<file path="src/hw/rtl/pidc_pkg.sv">
// types, constants and clamp helper shared by the pid controller step block
package pidc_pkg;

	localparam int unsigned CFG_IDX_W  = 3;
	localparam int unsigned CFG_DATA_W = 16;
	localparam int unsigned ACC_W      = 36;

	localparam logic [CFG_IDX_W-1:0] CFG_PROP_GAIN      = 3'd0;
	localparam logic [CFG_IDX_W-1:0] CFG_INTEGRAL_GAIN  = 3'd1;
	localparam logic [CFG_IDX_W-1:0] CFG_DERIV_GAIN     = 3'd2;
	localparam logic [CFG_IDX_W-1:0] CFG_OUT_MIN        = 3'd3;
	localparam logic [CFG_IDX_W-1:0] CFG_OUT_MAX        = 3'd4;
	localparam logic [CFG_IDX_W-1:0] CFG_SAMPLE_PERIOD  = 3'd5;
	localparam logic [CFG_IDX_W-1:0] CFG_REVERSE_ACTING = 3'd6;

	localparam logic [15:0]        ELAPSED_MAX    = 16'hFFFF;
	localparam logic signed [15:0] OUT_MIN_RST    = 16'sd0;
	localparam logic signed [15:0] OUT_MAX_RST    = 16'sd255;
	localparam logic [15:0]        PERIOD_RST     = 16'd100;
	localparam logic [24:0]        ROUND_HALF     = 25'd128;

	typedef enum logic [1:0] {
		KIND_SAMPLE = 2'd0,
		KIND_TICK   = 2'd1,
		KIND_AUTO   = 2'd2,
		KIND_MANUAL = 2'd3
	} kind_t;

	typedef struct packed {
		logic [15:0]        prop_gain;
		logic [15:0]        integral_gain;
		logic [15:0]        deriv_gain;
		logic signed [15:0] out_min;
		logic signed [15:0] out_max;
		logic [15:0]        sample_period;
		logic               reverse_acting;
	} cfg_t;

	typedef struct packed {
		logic signed [23:0] integral;
		logic signed [15:0] last_measured;
		logic [15:0]        elapsed;
		logic               auto_mode;
		logic signed [15:0] last_drive;
	} state_t;

	typedef struct packed {
		kind_t              kind;
		logic signed [15:0] measured;
		logic signed [15:0] setpoint;
		logic signed [15:0] manual_output;
	} req_t;

	typedef struct packed {
		logic signed [15:0] drive;
		logic               computed;
	} rsp_t;

	// with inverted limits, values above the upper limit take it and all others take the lower limit
	function automatic logic signed [ACC_W-1:0] clamp_lim(
		input logic signed [ACC_W-1:0] v,
		input logic signed [ACC_W-1:0] lo,
		input logic signed [ACC_W-1:0] hi
	);
		logic signed [ACC_W-1:0] r;
		if (v > hi) begin
			r = hi;
		end else if (v < lo) begin
			r = lo;
		end else begin
			r = v;
		end
		return r;
	endfunction

endpackage

</file>
<file path="src/hw/rtl/pidc_req_if.sv">
// request channel interface
interface pidc_req_if;
	logic             valid;
	logic             ready;
	pidc_pkg::req_t   payload;

	modport source (output valid, output payload, input ready);
	modport sink (input valid, input payload, output ready);
endinterface

</file>
<file path="src/hw/rtl/pidc_rsp_if.sv">
// result channel interface
interface pidc_rsp_if;
	logic             valid;
	logic             ready;
	pidc_pkg::rsp_t   payload;

	modport source (output valid, output payload, input ready);
	modport sink (input valid, input payload, output ready);
endinterface

</file>
<file path="src/hw/rtl/pidc_step.sv">
// next-state and result logic for one request
module pidc_step (
	input  pidc_pkg::cfg_t   cfg,
	input  pidc_pkg::state_t st,
	input  pidc_pkg::req_t   req,
	output pidc_pkg::state_t st_next,
	output pidc_pkg::rsp_t   rsp
);

	logic signed [16:0] err;
	logic signed [16:0] dmeas;
	logic signed [16:0] kp_s;
	logic signed [16:0] ki_s;
	logic signed [16:0] kd_s;
	logic signed [33:0] p_prod;
	logic signed [33:0] i_prod;
	logic signed [33:0] d_prod;
	logic signed [pidc_pkg::ACC_W-1:0] lo_w;
	logic signed [pidc_pkg::ACC_W-1:0] hi_w;
	logic signed [pidc_pkg::ACC_W-1:0] integ_sum;
	logic signed [pidc_pkg::ACC_W-1:0] integ_clamped;
	logic signed [pidc_pkg::ACC_W-1:0] out_sum;
	logic signed [pidc_pkg::ACC_W-1:0] out_clamped;
	logic signed [pidc_pkg::ACC_W-1:0] man_w;
	logic signed [pidc_pkg::ACC_W-1:0] man_clamped;
	logic [24:0] rounded;
	logic        due;

	assign err   = {req.setpoint[15], req.setpoint} - {req.measured[15], req.measured};
	assign dmeas = {req.measured[15], req.measured} - {st.last_measured[15], st.last_measured};

	assign kp_s = cfg.reverse_acting ? -$signed({1'b0, cfg.prop_gain})
	                                 : $signed({1'b0, cfg.prop_gain});
	assign ki_s = cfg.reverse_acting ? -$signed({1'b0, cfg.integral_gain})
	                                 : $signed({1'b0, cfg.integral_gain});
	assign kd_s = cfg.reverse_acting ? -$signed({1'b0, cfg.deriv_gain})
	                                 : $signed({1'b0, cfg.deriv_gain});

	assign p_prod = kp_s * err;
	assign i_prod = ki_s * err;
	assign d_prod = kd_s * dmeas;

	// limits scaled to q.8
	assign lo_w = {{12{cfg.out_min[15]}}, cfg.out_min, 8'h00};
	assign hi_w = {{12{cfg.out_max[15]}}, cfg.out_max, 8'h00};

	assign integ_sum     = {{12{st.integral[23]}}, st.integral} + {{2{i_prod[33]}}, i_prod};
	assign integ_clamped = pidc_pkg::clamp_lim(integ_sum, lo_w, hi_w);

	assign out_sum = {{2{p_prod[33]}}, p_prod} + integ_clamped - {{2{d_prod[33]}}, d_prod};
	assign out_clamped = pidc_pkg::clamp_lim(out_sum, lo_w, hi_w);

	// round half up, then floor
	assign rounded = out_clamped[24:0] + pidc_pkg::ROUND_HALF;

	assign man_w       = {{12{req.manual_output[15]}}, req.manual_output, 8'h00};
	assign man_clamped = pidc_pkg::clamp_lim(man_w, lo_w, hi_w);

	assign due = st.auto_mode && (st.elapsed >= cfg.sample_period);

	always_comb begin
		st_next      = st;
		rsp.computed = 1'b0;
		unique case (req.kind)
			pidc_pkg::KIND_TICK: begin
				if (st.elapsed != pidc_pkg::ELAPSED_MAX) begin
					st_next.elapsed = st.elapsed + 16'd1;
				end
			end
			pidc_pkg::KIND_AUTO: begin
				if (!st.auto_mode) begin
					st_next.integral      = man_clamped[23:0];
					st_next.last_measured = req.measured;
					st_next.auto_mode     = 1'b1;
				end
			end
			pidc_pkg::KIND_MANUAL: begin
				st_next.auto_mode = 1'b0;
			end
			pidc_pkg::KIND_SAMPLE: begin
				if (due) begin
					st_next.integral      = integ_clamped[23:0];
					st_next.last_measured = req.measured;
					st_next.elapsed       = 16'd0;
					st_next.last_drive    = rounded[23:8];
					rsp.computed          = 1'b1;
				end
			end
			default: begin
				st_next = st;
			end
		endcase
		rsp.drive = st_next.last_drive;
	end

endmodule

</file>
<file path="src/hw/rtl/pid_controller_step.sv">
// top level of the pid controller step block
//
// channel  modport  carries
// cmd      sink     kind, measured, setpoint, manual_output
// res      source   drive, computed
// cfg_*    write    cfg_we, cfg_idx, cfg_data
//
// a request is registered, then the step logic (three 17x17 multipliers,
// two adds and three clamps) is combinational into the result register
// one request per cycle sustained while res is ready; a request passes req_s1, then rsp_s2
// arst_n clears mode, gains and controller state but sets elapsed to its maximum, limits and period take defaults
// a result not taken holds the step register, which then holds cmd
module pid_controller_step (
	input  logic                             clk,
	input  logic                             arst_n,
	pidc_req_if.sink                         cmd,
	pidc_rsp_if.source                       res,
	input  logic                             cfg_we,
	input  logic [pidc_pkg::CFG_IDX_W-1:0]   cfg_idx,
	input  logic [pidc_pkg::CFG_DATA_W-1:0]  cfg_data
);

	pidc_pkg::cfg_t   cfg_q;
	pidc_pkg::state_t st_q;
	pidc_pkg::state_t st_next;
	pidc_pkg::req_t   req_s1;
	pidc_pkg::rsp_t   rsp_next;
	pidc_pkg::rsp_t   rsp_s2;
	logic             vld_s1;
	logic             vld_s2;
	logic             advance;

	assign advance   = vld_s1 && (!vld_s2 || res.ready);
	assign cmd.ready = !vld_s1 || advance;

	assign res.valid   = vld_s2;
	assign res.payload = rsp_s2;

	always_ff @(posedge clk or negedge arst_n) begin
		if (!arst_n) begin
			cfg_q.prop_gain      <= '0;
			cfg_q.integral_gain  <= '0;
			cfg_q.deriv_gain     <= '0;
			cfg_q.out_min        <= pidc_pkg::OUT_MIN_RST;
			cfg_q.out_max        <= pidc_pkg::OUT_MAX_RST;
			cfg_q.sample_period  <= pidc_pkg::PERIOD_RST;
			cfg_q.reverse_acting <= 1'b0;
		end else if (cfg_we) begin
			unique case (cfg_idx)
				pidc_pkg::CFG_PROP_GAIN:      cfg_q.prop_gain      <= cfg_data;
				pidc_pkg::CFG_INTEGRAL_GAIN:  cfg_q.integral_gain  <= cfg_data;
				pidc_pkg::CFG_DERIV_GAIN:     cfg_q.deriv_gain     <= cfg_data;
				pidc_pkg::CFG_OUT_MIN:        cfg_q.out_min        <= $signed(cfg_data);
				pidc_pkg::CFG_OUT_MAX:        cfg_q.out_max        <= $signed(cfg_data);
				pidc_pkg::CFG_SAMPLE_PERIOD:  cfg_q.sample_period  <= cfg_data;
				pidc_pkg::CFG_REVERSE_ACTING: cfg_q.reverse_acting <= cfg_data[0];
				default: begin
				end
			endcase
		end
	end

	always_ff @(posedge clk or negedge arst_n) begin
		if (!arst_n) begin
			vld_s1 <= 1'b0;
		end else if (cmd.ready) begin
			vld_s1 <= cmd.valid;
		end
	end

	always_ff @(posedge clk) begin
		if (cmd.ready && cmd.valid) begin
			req_s1 <= cmd.payload;
		end
	end

	pidc_step u_step (
		.cfg     (cfg_q),
		.st      (st_q),
		.req     (req_s1),
		.st_next (st_next),
		.rsp     (rsp_next)
	);

	always_ff @(posedge clk or negedge arst_n) begin
		if (!arst_n) begin
			st_q.integral      <= '0;
			st_q.last_measured <= '0;
			st_q.elapsed       <= pidc_pkg::ELAPSED_MAX;
			st_q.auto_mode     <= 1'b0;
			st_q.last_drive    <= '0;
			vld_s2             <= 1'b0;
		end else begin
			if (advance) begin
				st_q   <= st_next;
				vld_s2 <= 1'b1;
			end else if (res.ready) begin
				vld_s2 <= 1'b0;
			end
		end
	end

	always_ff @(posedge clk) begin
		if (advance) begin
			rsp_s2 <= rsp_next;
		end
	end

`ifndef SYNTHESIS
	a_drive_tracks_state: assert property (@(posedge clk) disable iff (!arst_n)
		vld_s2 |-> (rsp_s2.drive == st_q.last_drive))
		else $error("result drive differs from held drive");

	a_computed_in_auto: assert property (@(posedge clk) disable iff (!arst_n)
		(vld_s2 && rsp_s2.computed) |-> (st_q.auto_mode && st_q.elapsed == 16'd0))
		else $error("computation outside automatic mode or elapsed not restarted");

	a_stalled_step_holds: assert property (@(posedge clk) disable iff (!arst_n)
		(vld_s1 && !advance) |=> (vld_s1 && $stable(req_s1) && $stable(st_q)))
		else $error("step register or state moved while stalled");
`endif

endmodule
</file>
<file path="src/flat_wrapper.sv">
// flat-port wrapper written by rule: the top's interface ports become plain ports
module pid_controller_step_flat 
  (clk, arst_n, cfg_we, cfg_idx, cfg_data, cmd_valid, cmd_payload, cmd_ready, res_valid, res_payload, res_ready);
  pidc_req_if cmd_i ();
  pidc_rsp_if res_i ();
  input  logic clk;
  input  logic arst_n;
  input  logic cfg_we;
  input  logic [pidc_pkg::CFG_IDX_W-1:0] cfg_idx;
  input  logic [pidc_pkg::CFG_DATA_W-1:0] cfg_data;
  input wire logic [$bits(cmd_i.valid)-1:0] cmd_valid;
  input wire logic [$bits(cmd_i.payload)-1:0] cmd_payload;
  output wire logic [$bits(cmd_i.ready)-1:0] cmd_ready;
  output wire logic [$bits(res_i.valid)-1:0] res_valid;
  output wire logic [$bits(res_i.payload)-1:0] res_payload;
  input wire logic [$bits(res_i.ready)-1:0] res_ready;
  assign cmd_i.valid = cmd_valid;
  assign cmd_i.payload = cmd_payload;
  assign cmd_ready = cmd_i.ready;
  assign res_valid = res_i.valid;
  assign res_payload = res_i.payload;
  assign res_i.ready = res_ready;
  pid_controller_step u_core (.clk(clk), .arst_n(arst_n), .cmd(cmd_i), .res(res_i), .cfg_we(cfg_we), .cfg_idx(cfg_idx), .cfg_data(cfg_data));
endmodule
</file>
<file path="config.mk">
export PLATFORM = sky130hd
export DESIGN_NAME = pid_controller_step_flat
export DESIGN_NICKNAME = d
export VERILOG_FILES = /design/src/hw/rtl/pidc_pkg.sv /design/src/hw/rtl/pidc_req_if.sv /design/src/hw/rtl/pidc_rsp_if.sv /design/src/hw/rtl/pidc_step.sv /design/src/hw/rtl/pid_controller_step.sv /design/src/flat_wrapper.sv
export SDC_FILE = /design/constraint.sdc
export NUM_CORES = 2
export LEC_CHECK = 0
export ABC_AREA = 1
export BUFFER_PORTS_ARGS = -buffer_cell sky130_fd_sc_hd__buf_2
export CELL_PAD_IN_SITES_DETAIL_PLACEMENT = 0
export CELL_PAD_IN_SITES_GLOBAL_PLACEMENT = 1
export CORE_MARGIN = 2
export CORE_UTILIZATION = 51
export DETAILED_ROUTE_END_ITERATION = 6
export PLACE_DENSITY_LB_ADDON = 0.1
export SLEW_MARGIN = 0
export SYNTH_ARGS = -nofsm -noshare
export SYNTH_HDL_FRONTEND = slang
export SYNTH_SLANG_ARGS = --single-unit
</file>
<file path="constraint.sdc">
create_clock -name clk -period 19.7 [get_ports clk]
set_clock_uncertainty 0.15 [all_clocks]
set_input_delay 1.97 -clock clk [delete_from_list [all_inputs] [get_ports clk]]
set_output_delay 1.97 -clock clk [all_outputs]
set_load 0.02 [all_outputs]
</file>
Yosys cells after proc, flatten, opt, wreduce, memory -nomap -nowiden --
Index checks and enable logic that the tools add are counted.
Word-level totals: bits in registers 239, input bits 74, output and inout bits 19, logic and storage cells 96
Cells by class: add/sub/neg operators 10, multiply operators 3, order comparisons 7, eq/ne operators 13, multiplexer cells 20, reduce and logical (&&, ||, !) cells 23
Operators with widths (count):
- multiplier 17 x 17 -> 34 bit | 3
- two-way mux 24 bit | 4
- case mux 40 bit (2 select lines) | 1
- two-way mux 36 bit | 2
- two-way mux 56 bit | 1
- two-way mux 17 bit | 3
- negator 16 -> 17 bit | 3
- two-way mux 16 bit | 3
- two-way mux 40 bit | 1
- adder 36 bit | 1
- greater-than comparator 36 x 24 -> 1 bit | 1
- less-than comparator 36 x 24 -> 1 bit | 1
- subtractor 36 bit | 1
- adder 24 x 34 -> 35 bit | 1
- greater-than comparator 35 x 24 -> 1 bit | 1
- less-than comparator 35 x 24 -> 1 bit | 1
- subtractor 16 x 16 -> 17 bit | 2
- case mux 16 bit (2 select lines) | 1
- adder 24 x 8 -> 24 bit (second input constant) | 1
- greater-than comparator 24 bit | 1
- less-than comparator 24 bit | 1
- adder 16 x 1 -> 16 bit (second input constant) | 1
- >= comparator 16 bit | 1
- != test 16 bit (second input constant) | 1
- other kinds (16) | 39

Longest topological paths before layout --
depth in word-level cells 15, depth in mapped cells 100, mapped depth without buffers 98

Modules after synthesis --
Synthesis repeated with hierarchy kept, for this count alone.
Second synthesis, totals: cells, all modules 6744, area total of the unflattened synthesis 54010.6 um^2
By module, submodules not included:
- pidc_step | times used 1, cells an instance 5919, area an instance 45198.3 um^2, sequential area each 0.0 um^2
- pid_controller_step | times used 1, cells an instance 825, area an instance 8812.2 um^2, sequential area each 6349.8 um^2

Least setup slack after synthesis --
No wires, ideal clock.
path kind register -> register, start register u_core.cfg_q[65] (netlist bit), end register u_core.rsp_s2, in the netlist u_core.res.payload[12] (data pin), library setup time 0.249 ns, data arrival time 13.933 ns, required time 19.301 ns, setup slack 5.367 ns, cell stages (with the launch flop) 78, path buffers 4, clock period less this slack 14.333 ns, cell sequence dfrtp_1 -> inv_1 -> buf_1 -> ha_1 -> inv_1 -> nor2_1 -> inv_1 -> nor3_1 -> nand4_1 -> o31ai_1 -> nand2_1 -> xnor2_1 -> clkinv_1 -> nand2_1 -> fa_1 -> fa_1 -> inv_1 -> fa_1 -> (+42 left out) -> a31o_2 -> o211ai_1 -> a21oi_1 -> nand2_1 -> xnor2_1 -> nand2_2 -> inv_2 -> buf_4 -> o21ai_0 -> inv_1 -> ha_1 -> nand3_1 -> nor2_1 -> nand3_1 -> o21ai_1 -> nand3_1 -> nand2_1 -> inv_1
RTL lines:
- start: declaration | RTL line pid_controller_step.sv:23 | pidc_pkg::cfg_t cfg_q;
- end signal: assignment | RTL line pid_controller_step.sv:105 | rsp_s2 <= rsp_next;
- end: declaration | RTL line pid_controller_step.sv:28 | pidc_pkg::rsp_t rsp_s2;

==> results.yml <==
status:
  status: "finished clean"
clock_network:
  holdBufCountCts: 0
  numCtsBuffers: 30
  clock_path_buffers: 3
  post_cts_buffers: 0
  cts_resized: 0
  clock_sinks: 239
  cts_tree: "yes"
  ctsRootBufferMaster: "clkbuf_16"
  clock_latency_ns: 0.62
  h-tree-depth: 1
  clk_pin_slew_ns: 0.07
hold_path:
  hp-class: "reg -> reg"
  hold_depth: 2
  hp-start: "u_core.st_q[12]"
  hold_end: "u_core.st_q[12]"
logic_synthesis:
  synthArstFlopShare_pct: 72.0
  avgSynthCellArea_sq_um: 8.19
  synth_area_leaders: "fa_1 37%, ha_1 12%, inv_1 11%"
  synth_top_family_by_area: "adder cells"
  synth_largest_area_cell: "fa_1"
  synth_edf_count: 67
  synthesis.instances: 6336
  synth_compound_area_share_pct: 7.57
  synth_xor_area_share_pct: 3.05
  synthAdderAreaFrac_pct: 48.7
  ys_ff_latch: 239
  syn_area_sq_mm: 0.0519
  ys_types: 61
  synth-simple-area-share_pct: 16.4
  synth_warnings: 0
  ys.flop_type: "dfrtp_1"
  synth.area.mux_share_pct: 0
  syn-num-nets: 7859
  ys_seq_area_share_pct: 12.2
  yosys.area.top_type_share_pct: 36.9
critical_path:
  cp.buffers_inverters: 11
  cp_data_required_time_ns: 19.93
  critPathSlowestCell: "inv_1"
  ff2ff_setup_slack_ns: 1.53
  critPathLaunchType: "flop"
  rr_startpoint: "u_core.req_s1[32]"
  cpMostUsedCell: "nand2_1"
  path_delay_family: "adder cells"
  crit_type: "reg -> reg"
  r2r_cells: 85
  cp-end-kind: "flop"
  max_stage_delay_ns: 0.65
  arrival_ns: 18.39
  r2r-end: "u_core.res.payload[6]"
  worst-path-max-fanout: 38
grt:
  overflow: 0
  grt_pass1_vias: 42100
  grt_pass1_wl_um: 256000
  grt.busiest_layer: "met2"
  grt_use_met3_pct: 4.65
  gr-usage-met2_pct: 51.6
  use_met1_pct: 47.1
  grt_max_degree: 70
  antenna_found_initial: 3
  grt_usage_pct: 32.6
timing:
  slew_viol_final: 0
  maxSlewHeadroom_pct: 24.2
  max_freq_ghz: 0.0550
  fin_crit_ns: 18.17
  worst_pin_slew_ns: 1.13
  min_period_over_period_pct: 92.2
  tns_ns: 0
  hold_viol: 0
  rsz0062_at_grt: "no"
  finalSetupViolCount: 0
cells_and_area:
  num-nets-final: 7892
  final_layout_size_suffix_gt1_share_pct: 4.96
  layout_common_cells: "1,468 x inv_1, 1,272 x nand2_1, 956 x fa_1"
  seq_area_sq_mm: 0.00635
  fill_cells: 9776
  final_common_cell: "inv_1"
  multi_input_area_sq_mm: 0.0394
  area_delta_synth_final_pct: 6.01
floorplan:
  fp-row-count: 117
  die_area_sq_mm: 0.104
  die_w_um: 323
  core_sq_mm: 0.101
  die_h_um: 323
  start_util_pct: 51.3
  ios: 93
detailed_routing:
  vias: 41700
  wl_um: 164000
  ant_nets: 0
  viasPerCell: 5.37
  post-route-drc-count: 0
  drt_iter0_markers: 3130
  first_pass_iters: 6
  routedWlPerCell_um: 21.2
run:
  maxCapViolations: 0
place:
  portBuffers: 92
  hpwl_um: 138000
  gp_congestion: 0.942
sequential cells by signal, summed over array words and instances, names as in the netlist:
name,cells
u_core.cfg_q,97
u_core.st_q,73
u_core.req_s1,50
u_core.res.payload,17
u_core.res.valid,1
u_core.vld_s1,1
worst reg2reg max path, delay by kind of cell, from the launching register on:
kind                     cells  cell delay, ns
adder cells (fa/ha/maj)     14            5.84
AO/OA/AOI/OAI               27            4.36
AND/OR/NAND/NOR             29            3.89
buffers and inverters       11            1.99
XOR/XNOR                     4            1.28
flip-flops                   1            0.41
cell families after synthesis:
| logic type | Yosys count |
|---|---|
| and+or+nand+nor | 2111 |
| buffers and inverters | 1650 |
| adders and majority gates | 1449 |
| AOI/OAI and AO/OA | 707 |
| DFF | 239 |
| xor gates and xnor gates | 180 |
synth_stat cells, types with 5 or more instances:
cell type,instances
nand3b_1,8
a211oi_1,9
dfstp_2,27
nor4_1,13
o211ai_1,27
a31oi_1,9
edfxtp_1,67
nor3_1,48
buf_1,6
or2_2,35
dfrtp_1,145
o2111ai_1,5
nor2_1,532
xnor2_1,80
a21oi_1,280
o221ai_1,10
fa_1,956
nand2_1,1272
o21ai_1,27
nand3_1,132
nand4_1,34
ha_1,493
o21a_1,23
a21o_1,8
clkbuf_1,133
o31ai_1,11
nand2_2,11
xor2_1,99
inv_1,1469
o21ai_0,256
clkinv_1,17
o21bai_1,15
nor2_2,10
buf_2,17
metrics by stage:
| step | instances | hold WS, ns | setup slack [ns] | util (%) | area, sq um |
|---|---|---|---|---|---|
| 3_3_place_gp | 7705 | 0.308 | 2.07 | 53.3 | 54000 |
| 4_1_cts | 7761 | 0.330 | 1.78 | 54.3 | 55000 |
| 6_report | 7762 | 0.327 | 1.53 | 54.3 | 55000 |
| 5_1_grt | 7761 | 0.348 | 0.233 | 54.3 | 55000 |
| 3_5_place_dp | 7705 | 0.314 | 1.91 | 53.3 | 54000 |
| 2_1_floorplan | 6336 | 0.291 | 5.37 | - | 51900 |
worst max path at each step:
stage	from	endpoint	slack, ns	cells past startpoint
floorplan	u_core.cfg_q[65]	u_core.res.payload[12]	5.37	77
finish	u_core.req_s1[32]	u_core.res.payload[6]	1.53	85
CTS	u_core.req_s1[32]	u_core.res.payload[6]	1.78	85
global route	u_core.req_s1[32]	u_core.res.payload[6]	0.23	90
detailed placement	u_core.req_s1[32]	u_core.res.payload[6]	1.91	85
global placement	u_core.req_s1[32]	u_core.res.payload[16]	2.07	87
metal layers:
| metal | wire length (um) | share of wire (%) | vias up |
|---|---|---|---|
| met3 | 11300 | 6.9 | 253 |
| met4 | 4990 | 3.0 | 4 |
| li1 | - | - | 19200 |
| met2 | 74600 | 45 | 1421 |
| met5 | 26 | 0.016 | - |
| met1 | 73500 | 45 | 20800 |
layout make-up:
class                   count  area share [%]
multi-input cells        4447            71.5
flip-flops and latches    239            11.5
inverters                1489            10.2
well taps                1368            3.11
repair buffers            162            1.81
clock buffers              38            1.53
clock inverters            18           0.332
diodes                      1         0.00455
Power is not shown: default switching activity piles up to over one toggle a cycle in this logic, so the estimate is an artifact.
